**src/design/rhc_pkg.sv**
```systemverilog
package rhc_pkg;

	localparam int CHANNEL_BITS_DEF = 8;

	localparam int IN_BITS  = 8;
	localparam int HUE_BITS = 13;
	localparam int SAT_BITS = 13;
	localparam int VAL_BITS = 8;

	// quotient bits of both divisions: saturation reaches 4096, hue offset 960
	localparam int QUO_BITS  = 13;
	localparam int SAT_SHIFT = 12;

	localparam int SECTOR_UNITS = 60 * 16;

	localparam logic [HUE_BITS-1:0] GREEN_BASE = HUE_BITS'(120 * 16);
	localparam logic [HUE_BITS-1:0] BLUE_BASE  = HUE_BITS'(240 * 16);
	localparam logic [HUE_BITS-1:0] FULL_TURN  = HUE_BITS'(360 * 16);

	typedef enum logic [1:0] {
		SEC_RED,
		SEC_RED_WRAP,
		SEC_GREEN,
		SEC_BLUE
	} sector_t;

	typedef struct packed {
		logic [IN_BITS-1:0] red_in;
		logic [IN_BITS-1:0] green_in;
		logic [IN_BITS-1:0] blue_in;
	} pix_word_t;

	typedef struct packed {
		logic [HUE_BITS-1:0] hue_out;
		logic [SAT_BITS-1:0] sat_out;
		logic [VAL_BITS-1:0] value_out;
	} hsv_word_t;

	typedef struct packed {
		logic                neg;
		sector_t             sector;
		logic [VAL_BITS-1:0] value;
	} hue_tag_t;

	function automatic logic [HUE_BITS-1:0] sector_base(input sector_t s);
		logic [HUE_BITS-1:0] base;
		case (s)
			SEC_RED:      base = '0;
			SEC_RED_WRAP: base = FULL_TURN;
			SEC_GREEN:    base = GREEN_BASE;
			SEC_BLUE:     base = BLUE_BASE;
			default:      base = '0;
		endcase
		return base;
	endfunction

endpackage

```
**src/design/rhc_front.sv**
```systemverilog
module rhc_front #(
	parameter int CHANNEL_BITS = rhc_pkg::CHANNEL_BITS_DEF,
	localparam int NUM_W = CHANNEL_BITS + rhc_pkg::QUO_BITS
) (
	input  logic                    clk,
	input  logic [1:0]              en,
	input  rhc_pkg::pix_word_t      pix,
	output logic [NUM_W-1:0]        hue_num,
	output logic [CHANNEL_BITS-1:0] hue_den,
	output rhc_pkg::hue_tag_t       hue_tag,
	output logic [NUM_W-1:0]        sat_num,
	output logic [CHANNEL_BITS-1:0] sat_den,
	output logic                    zero_d
);

	localparam int IN_LOW  = (CHANNEL_BITS < rhc_pkg::IN_BITS) ? CHANNEL_BITS : rhc_pkg::IN_BITS;
	localparam int VAL_LOW = (CHANNEL_BITS < rhc_pkg::VAL_BITS) ? CHANNEL_BITS :
		rhc_pkg::VAL_BITS;

	logic [CHANNEL_BITS-1:0]      r, g, b, mx, mn, opa, opb;
	logic [rhc_pkg::VAL_BITS-1:0] val;
	rhc_pkg::sector_t             sec;

	logic [CHANNEL_BITS-1:0]      opa_s1, opb_s1, d_s1, mx_s1;
	logic [rhc_pkg::VAL_BITS-1:0] val_s1;
	rhc_pkg::sector_t             sec_s1;
	logic                         zero_s1;

	logic [CHANNEL_BITS-1:0]      diff;
	logic                         neg;

	logic [NUM_W-1:0]             hue_num_s2, sat_num_s2;
	logic [CHANNEL_BITS-1:0]      hue_den_s2, sat_den_s2;
	rhc_pkg::hue_tag_t            tag_s2;
	logic                         zero_s2;

	// stage 1: channel mask, max, min and sector
	always_comb begin
		r = '0;
		g = '0;
		b = '0;
		r[IN_LOW-1:0] = pix.red_in[IN_LOW-1:0];
		g[IN_LOW-1:0] = pix.green_in[IN_LOW-1:0];
		b[IN_LOW-1:0] = pix.blue_in[IN_LOW-1:0];
		mx = r;
		if (g > mx) mx = g;
		if (b > mx) mx = b;
		mn = r;
		if (g < mn) mn = g;
		if (b < mn) mn = b;
		val = '0;
		val[VAL_LOW-1:0] = mx[VAL_LOW-1:0];
		if (mx == b) begin
			sec = rhc_pkg::SEC_BLUE;
			opa = r;
			opb = g;
		end else if (mx == g) begin
			sec = rhc_pkg::SEC_GREEN;
			opa = b;
			opb = r;
		end else if (g >= b) begin
			sec = rhc_pkg::SEC_RED;
			opa = g;
			opb = b;
		end else begin
			sec = rhc_pkg::SEC_RED_WRAP;
			opa = g;
			opb = b;
		end
	end

	always_ff @(posedge clk) begin
		if (en[0]) begin
			opa_s1  <= opa;
			opb_s1  <= opb;
			d_s1    <= mx - mn;
			mx_s1   <= mx;
			val_s1  <= val;
			sec_s1  <= sec;
			zero_s1 <= (mx == mn);
		end
	end

	// stage 2: dividends and divisors
	always_comb begin
		neg  = opa_s1 < opb_s1;
		diff = neg ? (opb_s1 - opa_s1) : (opa_s1 - opb_s1);
	end

	always_ff @(posedge clk) begin
		if (en[1]) begin
			hue_num_s2    <= NUM_W'(diff) * NUM_W'(rhc_pkg::SECTOR_UNITS);
			hue_den_s2    <= d_s1;
			sat_num_s2    <= NUM_W'(d_s1) << rhc_pkg::SAT_SHIFT;
			sat_den_s2    <= mx_s1;
			tag_s2.neg    <= neg;
			tag_s2.sector <= sec_s1;
			tag_s2.value  <= val_s1;
			zero_s2       <= zero_s1;
		end
	end

	assign hue_num = hue_num_s2;
	assign hue_den = hue_den_s2;
	assign hue_tag = tag_s2;
	assign sat_num = sat_num_s2;
	assign sat_den = sat_den_s2;
	assign zero_d  = zero_s2;

endmodule

```
**src/design/rhc_divider.sv**
```systemverilog
module rhc_divider #(
	parameter int NUM_W = 21,
	parameter int DEN_W = 8,
	parameter int QUO_W = 13,
	parameter int TAG_W = 1
) (
	input  logic             clk,
	input  logic [QUO_W-1:0] en,
	input  logic [NUM_W-1:0] num,
	input  logic [DEN_W-1:0] den,
	input  logic [TAG_W-1:0] tag_i,
	output logic [QUO_W-1:0] quo,
	output logic [NUM_W-1:0] rem,
	output logic [TAG_W-1:0] tag_o
);

	logic [NUM_W-1:0] rem_s [QUO_W];
	logic [QUO_W-1:0] quo_s [QUO_W];
	logic [DEN_W-1:0] den_s [QUO_W];
	logic [TAG_W-1:0] tag_s [QUO_W];

	// restoring division, one quotient bit per stage, msb first
	for (genvar j = 0; j < QUO_W; j++) begin : g_stage
		localparam int SH = QUO_W - 1 - j;

		logic [NUM_W-1:0] rem_in, trial;
		logic [QUO_W-1:0] quo_in;
		logic [DEN_W-1:0] den_in;
		logic [TAG_W-1:0] tag_in;
		logic             fits;

		if (j == 0) begin : g_first
			assign rem_in = num;
			assign quo_in = '0;
			assign den_in = den;
			assign tag_in = tag_i;
		end else begin : g_next
			assign rem_in = rem_s[j-1];
			assign quo_in = quo_s[j-1];
			assign den_in = den_s[j-1];
			assign tag_in = tag_s[j-1];
		end

		assign trial = NUM_W'(den_in) << SH;
		assign fits  = rem_in >= trial;

		always_ff @(posedge clk) begin
			if (en[j]) begin
				rem_s[j] <= fits ? (rem_in - trial) : rem_in;
				quo_s[j] <= {quo_in[QUO_W-2:0], fits};
				den_s[j] <= den_in;
				tag_s[j] <= tag_in;
			end
		end
	end

	assign quo   = quo_s[QUO_W-1];
	assign rem   = rem_s[QUO_W-1];
	assign tag_o = tag_s[QUO_W-1];

endmodule

```
**src/design/rhc_back.sv**
```systemverilog
module rhc_back #(
	parameter int CHANNEL_BITS = rhc_pkg::CHANNEL_BITS_DEF,
	localparam int NUM_W = CHANNEL_BITS + rhc_pkg::QUO_BITS
) (
	input  logic                         clk,
	input  logic                         en,
	input  logic [rhc_pkg::QUO_BITS-1:0] hue_quo,
	input  logic [NUM_W-1:0]             hue_rem,
	input  rhc_pkg::hue_tag_t            hue_tag,
	input  logic [rhc_pkg::QUO_BITS-1:0] sat_quo,
	input  logic                         zero_d,
	output rhc_pkg::hsv_word_t           hsv
);

	logic [rhc_pkg::HUE_BITS-1:0] base, ofs, hue;
	rhc_pkg::hsv_word_t           hsv_s16;

	// negative offsets round away from the sector base, so the quotient rounds up
	always_comb begin
		base = rhc_pkg::sector_base(hue_tag.sector);
		ofs  = rhc_pkg::HUE_BITS'(hue_quo);
		if (zero_d) begin
			hue = '0;
		end else if (hue_tag.neg) begin
			hue = base - ofs - rhc_pkg::HUE_BITS'(hue_rem != '0);
		end else begin
			hue = base + ofs;
		end
	end

	always_ff @(posedge clk) begin
		if (en) begin
			hsv_s16.hue_out   <= hue;
			hsv_s16.sat_out   <= zero_d ? '0 : rhc_pkg::SAT_BITS'(sat_quo);
			hsv_s16.value_out <= hue_tag.value;
		end
	end

	assign hsv = hsv_s16;

endmodule

```
**src/design/rgb_to_hsv_converter_core.sv**
```systemverilog
// channel | direction | handshake             | word
// pix     | in        | pix_valid / pix_ready | red_in, green_in, blue_in
// hsv     | out       | hsv_valid / hsv_ready | hue_out, sat_out, value_out
//
// one pixel per clock sustained while hsv_ready is high; the pipeline is the 13-stage
// restoring divider (one quotient bit per stage) plus two front stages and
// the output stage
// reset clears only the per-stage valid bits
// a stalled output holds its word; empty stages still fill behind it, so
// pix_ready stays high until every stage holds a word
module rgb_to_hsv_converter_core #(
	parameter int CHANNEL_BITS = rhc_pkg::CHANNEL_BITS_DEF
) (
	input  logic               clk,
	input  logic               arst_n,
	input  logic               pix_valid,
	output logic               pix_ready,
	input  rhc_pkg::pix_word_t pix,
	output logic               hsv_valid,
	input  logic               hsv_ready,
	output rhc_pkg::hsv_word_t hsv
);

	localparam int NUM_W  = CHANNEL_BITS + rhc_pkg::QUO_BITS;
	localparam int STAGES = rhc_pkg::QUO_BITS + 3;
	localparam int TAG_W  = $bits(rhc_pkg::hue_tag_t);

	logic [STAGES-1:0] vld_q, load;

	logic [NUM_W-1:0]             hue_num, sat_num, hue_rem;
	logic [CHANNEL_BITS-1:0]      hue_den, sat_den;
	rhc_pkg::hue_tag_t            hue_tag_f, hue_tag_d;
	logic                         zero_f, zero_d;
	logic [TAG_W-1:0]             hue_tag_bits;
	logic [rhc_pkg::QUO_BITS-1:0] hue_quo, sat_quo;

	// a stage loads when it is empty or its word moves on
	always_comb begin
		load[STAGES-1] = !vld_q[STAGES-1] || hsv_ready;
		for (int k = STAGES - 2; k >= 0; k--) begin
			load[k] = !vld_q[k] || load[k+1];
		end
	end

	always_ff @(posedge clk or negedge arst_n) begin
		if (!arst_n) begin
			vld_q <= '0;
		end else begin
			if (load[0]) vld_q[0] <= pix_valid;
			for (int k = 1; k < STAGES; k++) begin
				if (load[k]) vld_q[k] <= vld_q[k-1];
			end
		end
	end

	assign pix_ready = load[0];
	assign hsv_valid = vld_q[STAGES-1];

	rhc_front #(
		.CHANNEL_BITS(CHANNEL_BITS)
	) u_front (
		.clk     (clk),
		.en      (load[1:0]),
		.pix     (pix),
		.hue_num (hue_num),
		.hue_den (hue_den),
		.hue_tag (hue_tag_f),
		.sat_num (sat_num),
		.sat_den (sat_den),
		.zero_d  (zero_f)
	);

	rhc_divider #(
		.NUM_W (NUM_W),
		.DEN_W (CHANNEL_BITS),
		.QUO_W (rhc_pkg::QUO_BITS),
		.TAG_W (TAG_W)
	) u_hue_div (
		.clk   (clk),
		.en    (load[2 +: rhc_pkg::QUO_BITS]),
		.num   (hue_num),
		.den   (hue_den),
		.tag_i (hue_tag_f),
		.quo   (hue_quo),
		.rem   (hue_rem),
		.tag_o (hue_tag_bits)
	);

	assign hue_tag_d = rhc_pkg::hue_tag_t'(hue_tag_bits);

	rhc_divider #(
		.NUM_W (NUM_W),
		.DEN_W (CHANNEL_BITS),
		.QUO_W (rhc_pkg::QUO_BITS),
		.TAG_W (1)
	) u_sat_div (
		.clk   (clk),
		.en    (load[2 +: rhc_pkg::QUO_BITS]),
		.num   (sat_num),
		.den   (sat_den),
		.tag_i (zero_f),
		.quo   (sat_quo),
		.rem   (),
		.tag_o (zero_d)
	);

	rhc_back #(
		.CHANNEL_BITS(CHANNEL_BITS)
	) u_back (
		.clk     (clk),
		.en      (load[STAGES-1]),
		.hue_quo (hue_quo),
		.hue_rem (hue_rem),
		.hue_tag (hue_tag_d),
		.sat_quo (sat_quo),
		.zero_d  (zero_d),
		.hsv     (hsv)
	);

	a_hue_range: assert property (@(posedge clk) disable iff (!arst_n)
		hsv_valid |-> (hsv.hue_out < rhc_pkg::FULL_TURN))
		else $error("hue out of range");

	a_sat_range: assert property (@(posedge clk) disable iff (!arst_n)
		hsv_valid |-> (hsv.sat_out <= rhc_pkg::SAT_BITS'(1 << rhc_pkg::SAT_SHIFT)))
		else $error("saturation out of range");

	a_backpressure: assert property (@(posedge clk) disable iff (!arst_n)
		!pix_ready |-> (hsv_valid && !hsv_ready && (&vld_q)))
		else $error("input blocked while pipeline has room");

endmodule
```
**config.mk**
```make
export PLATFORM = sky130hd
export DESIGN_NAME = rgb_to_hsv_converter_core
export DESIGN_NICKNAME = d
export VERILOG_FILES = /design/src/design/rhc_pkg.sv /design/src/design/rhc_front.sv /design/src/design/rhc_divider.sv /design/src/design/rhc_back.sv /design/src/design/rgb_to_hsv_converter_core.sv
export SDC_FILE = /design/constraint.sdc
export NUM_CORES = 2
export LEC_CHECK = 0
export BUFFER_PORTS_ARGS = -buffer_cell sky130_fd_sc_hd__buf_2
export CELL_PAD_IN_SITES_DETAIL_PLACEMENT = 1
export CELL_PAD_IN_SITES_GLOBAL_PLACEMENT = 1
export CORE_MARGIN = 5
export CORE_UTILIZATION = 35
export DETAILED_ROUTE_END_ITERATION = 16
export GPL_TIMING_DRIVEN = 0
export PLACE_DENSITY = 0.64
export SLEW_MARGIN = 10
export SYNTH_ARGS = -nofsm -noshare
export SYNTH_HDL_FRONTEND = slang
export SYNTH_SLANG_ARGS = --single-unit
```
**constraint.sdc**
```tcl
create_clock -name clk -period 9.91 [get_ports clk]
set_input_delay 1.982 -clock clk [delete_from_list [all_inputs] [get_ports clk]]
set_output_delay 1.982 -clock clk [all_outputs]
set_load 0.01 [all_outputs]
```
==> out/qor.csv <==
stage,metric,value,unit
clocking,"Gates resized, CTS repair",0,
grt,first-pass GRT wire length,154000,um
place,number of port buffers,62,
drt,final wirelength,92900,um
synthesis,Synth top area share,0.586,
sta,fin crit period,9.04,ns
worst_setup_path,Critical Path AT,7.06,ns
synthesis,Post-Synthesis Cell Area,47400,um2
sta,Rel. slew slack,0.384,
drt,ANT nets after route,0,
drt,routed len/inst,15.7,um
clocking,Clock Tree Buf Depth,3,
synthesis,Post-Syn Area per Cell,12.3,um2
place,Cells after DPL,5728,
drt,First-pass DRT Iterations,5,
clocking,hold buffer count at cts,0,
synthesis,#FFs+latches synth,941,
sta,setup ws final,0.869,ns
drt,DR vias/cell,4.83,
place,dpl cell area,50300,um2
clocking,Num CTS Buffers,104,
clocking,Post-CTS Setup Bufs,0,
power_and_ir_drop,PD cells,401,nW/um2
die,die area,143000,um2
clocking,Clock Sinks,941,
worst_setup_path,WP data required,7.93,ns
clocking,root buffer cell,clkbuf_16,
min_path,Min-Delay Path Class,reg -> reg,
worst_setup_path,Worst Reg-to-Reg Cells,27,
power_and_ir_drop,Max VDD drop,0.000390,V
synthesis,sequential cell area fraction in the yosys report,0.594,
grt,vias in the first global route,31000,
die,row count,135,
synthesis,library cells used by synthesis,91,
sta,final hold vios,0,
power_and_ir_drop,Leak,21.6,nW
grt,GRT Util Overall,0.131,
grt,largest net degree at the start of global routing,66,
synthesis,Post-Syn Instances,3870,
clocking,CTS tree,done,
die,I/O pin count,64,
sta,Max Freq,111,MHz
synthesis,most frequent cell after synthesis,edfxtp_1,
synthesis,Synth async-reset ratio,0.0170,
worst_setup_path,"Max FO, Critical Path",61,
worst_setup_path,Worst path slowest cell,nand2_4,
finish,non-filler instance count after layout,5925,
clocking,CTS H-tree lvls,3,
finish,Layout Nets,4417,
worst_setup_path,endpoint class of the critical path,output pin,
run,Max-cap violations,0,
sta,fin. max-slew vios,0,
worst_setup_path,CP Launch Type,input port,
worst_setup_path,internal reg-to-reg setup slack,3.66,ns
sta,post-route clock period utilization,0.912,
grt,initial antenna violation count,0,
place,DP HPWL,71600,um
min_path,Worst Hold Path Cells,0,
die,Starting Density,0.351,
sta,RSZ-0062 raised after global routing,no,
synthesis,Syn Nets,4234,
synthesis,cell taking the most area after synthesis,edfxtp_1,
finish,Layout area overhead,13.4,%
worst_setup_path,worst path cell trace,"buf_2, nor2b_1, nand2_4, nor2_1, and2_1, and3_1, and3_1, nand3_4, nor2_1, nand4_1, buf_6, buf_2",
clocking,"Reg clk slew, reported paths",0.06,ns
worst_setup_path,Worst path max stage delay,0.63,ns
worst_setup_path,CP Class,in -> out,
finish,layout cell share with drive strength beyond 1,0.0820,
outcome,status,finished clean,
sta,final setup fails,0,
die,Die Width,378,um
clocking,clk_lat worst skew,0.71,ns
finish,# diodes,0,
drt,drc violations,0,
grt,grt ovf,0,
place,GPL Wtd Cong,0.865,
sta,Slew @ Worst Pin,0.920,ns
synthesis,Synthesis Warnings,0,
synthesis,Main synth FF type,edfxtp_1,
sta,clock skew,0.0491,ns
finish,post-layout util,0.398,
synthesis,Post-synth EDFFs,925,
place,dpl ws,0.688,ns
drt,vias,28600,
finish,cell area after layout,53800,um2
drt,initial DRC count,1041,
sta,WHS,0.389,ns
synthesis,synth cell count leaders,"925 x edfxtp_1, 455 x inv_1, 295 x ha_1, 283 x nor2_1, 267 x a21oi_1",
synthesis,dominant cells by area after synthesis,"edfxtp_1 59%, ha_1 7.8%, inv_1 3.6%",
die,Die Ht,378,um
die,core area,135000,um2
through the flow:
stage / total power, mW / TNS (ns)
after detailed placement: 18.0 / 0
final: 21.6 / 0
after floorplan: 15.5 / 0
after CTS: 22.0 / 0
after global routing: 23.5 / 0
after global placement: 17.6 / -57.19
registers in the layout, indices dropped and copies added, names as in the netlist:
signal           flops
u_sat_div.den_s     70
u_back.hsv          34
u_front.hue_den      8
u_front.opa_s1       8
u_front.zero_d       1
u_sat_div.rem_s    174
u_front.hue_num     12
u_front.d_s1         8
u_hue_div.den_s     96
vld_q               16
u_front.sec_s1       2
u_hue_div.tag_s     73
u_front.sat_den      8
u_front.hue_tag      3
u_front.mx_s1        8
u_sat_div.quo_s     91
u_front.opb_s1       8
u_hue_div.rem_s    216
u_sat_div.tag_s     13
u_hue_div.quo_s     91
u_front.zero_s1      1
critical path: cells and delay by family:
family                 cells  cell delay, ns
buffers and inverters      3            0.60
AND/OR/NAND/NOR            9            4.42
cell type report:
type,instances,area [um2]
inverters,456,1720
clock inverters,68,718
repair buffers,77,568
flip-flops and latches,941,28200
plain buffers,69,317
clock buffers,129,2760
well taps,1781,2230
fillers,14400,81300
multi-input cells,2404,17300
layer usage:
layer	vias up	routed length [um]	global-route usage
met5	-	0	0
met4	0	3010	0.0438
met3	180	2610	0.0217
met2	324	51200	0.261
met1	13900	36000	0.137
li1	14200	-	-
cells in the final DEF, fill, tap and decap left out, types with 74 or more instances in the layout:
cell | Yosys | routed
nand2b_1 | 74 | 74
clkbuf_16 | 0 | 105
nand3_1 | 78 | 75
xnor2_1 | 173 | 173
o21ai_0 | 160 | 160
edfxtp_1 | 925 | 925
inv_1 | 455 | 449
a21oi_1 | 267 | 267
ha_1 | 295 | 295
nor2_1 | 283 | 283
a21o_1 | 81 | 81
nand2_1 | 202 | 197
xor2_1 | 124 | 124
power breakdown:
group          total, mW  leakage, nW  switching, mW  internal (mW)
sequential          8.12         9.53           1.01           7.10
clock               3.84         1.70           1.59           2.25
combinational       9.63         10.4           5.30           4.33
total               21.6         21.6           7.91           13.7
worst paths after layout:
kind	from	endpoint
setup / recovery	hsv_ready	pix_ready
hold / removal	u_hue_div.quo_s[0][53]$_DFFE_PP_	u_hue_div.quo_s[0][67]$_DFFE_PP_
setup reg to reg	u_front.opa_s1[0]$_DFFE_PP_	u_front.hue_num[17]$_DFFE_PP_
hold reg to reg	u_hue_div.quo_s[0][53]$_DFFE_PP_	u_hue_div.quo_s[0][67]$_DFFE_PP_
max in group asynchronous	arst_n	vld_q[2]$_DFFE_PN0P_
min in group asynchronous	arst_n	vld_q[15]$_DFFE_PN0P_
cells by family (layout without fill, tap and decap cells):
| group | Yosys count | count (layout) | share of synthesized area |
|---|---|---|---|
| adders and majority gates | 339 | 339 | 0.0957 |
| muxes | 50 | 50 | 0.0121 |
| buffers and inverters | 525 | 799 | 0.0428 |
| DFF | 941 | 941 | 0.594 |
| xor gates and xnor gates | 299 | 299 | 0.0555 |
| and+or+nand+nor | 1012 | 1012 | 0.107 |
| AOI/OAI and AO/OA | 704 | 704 | 0.0928 |
Note: power is estimated with default switching activity, not from simulation.
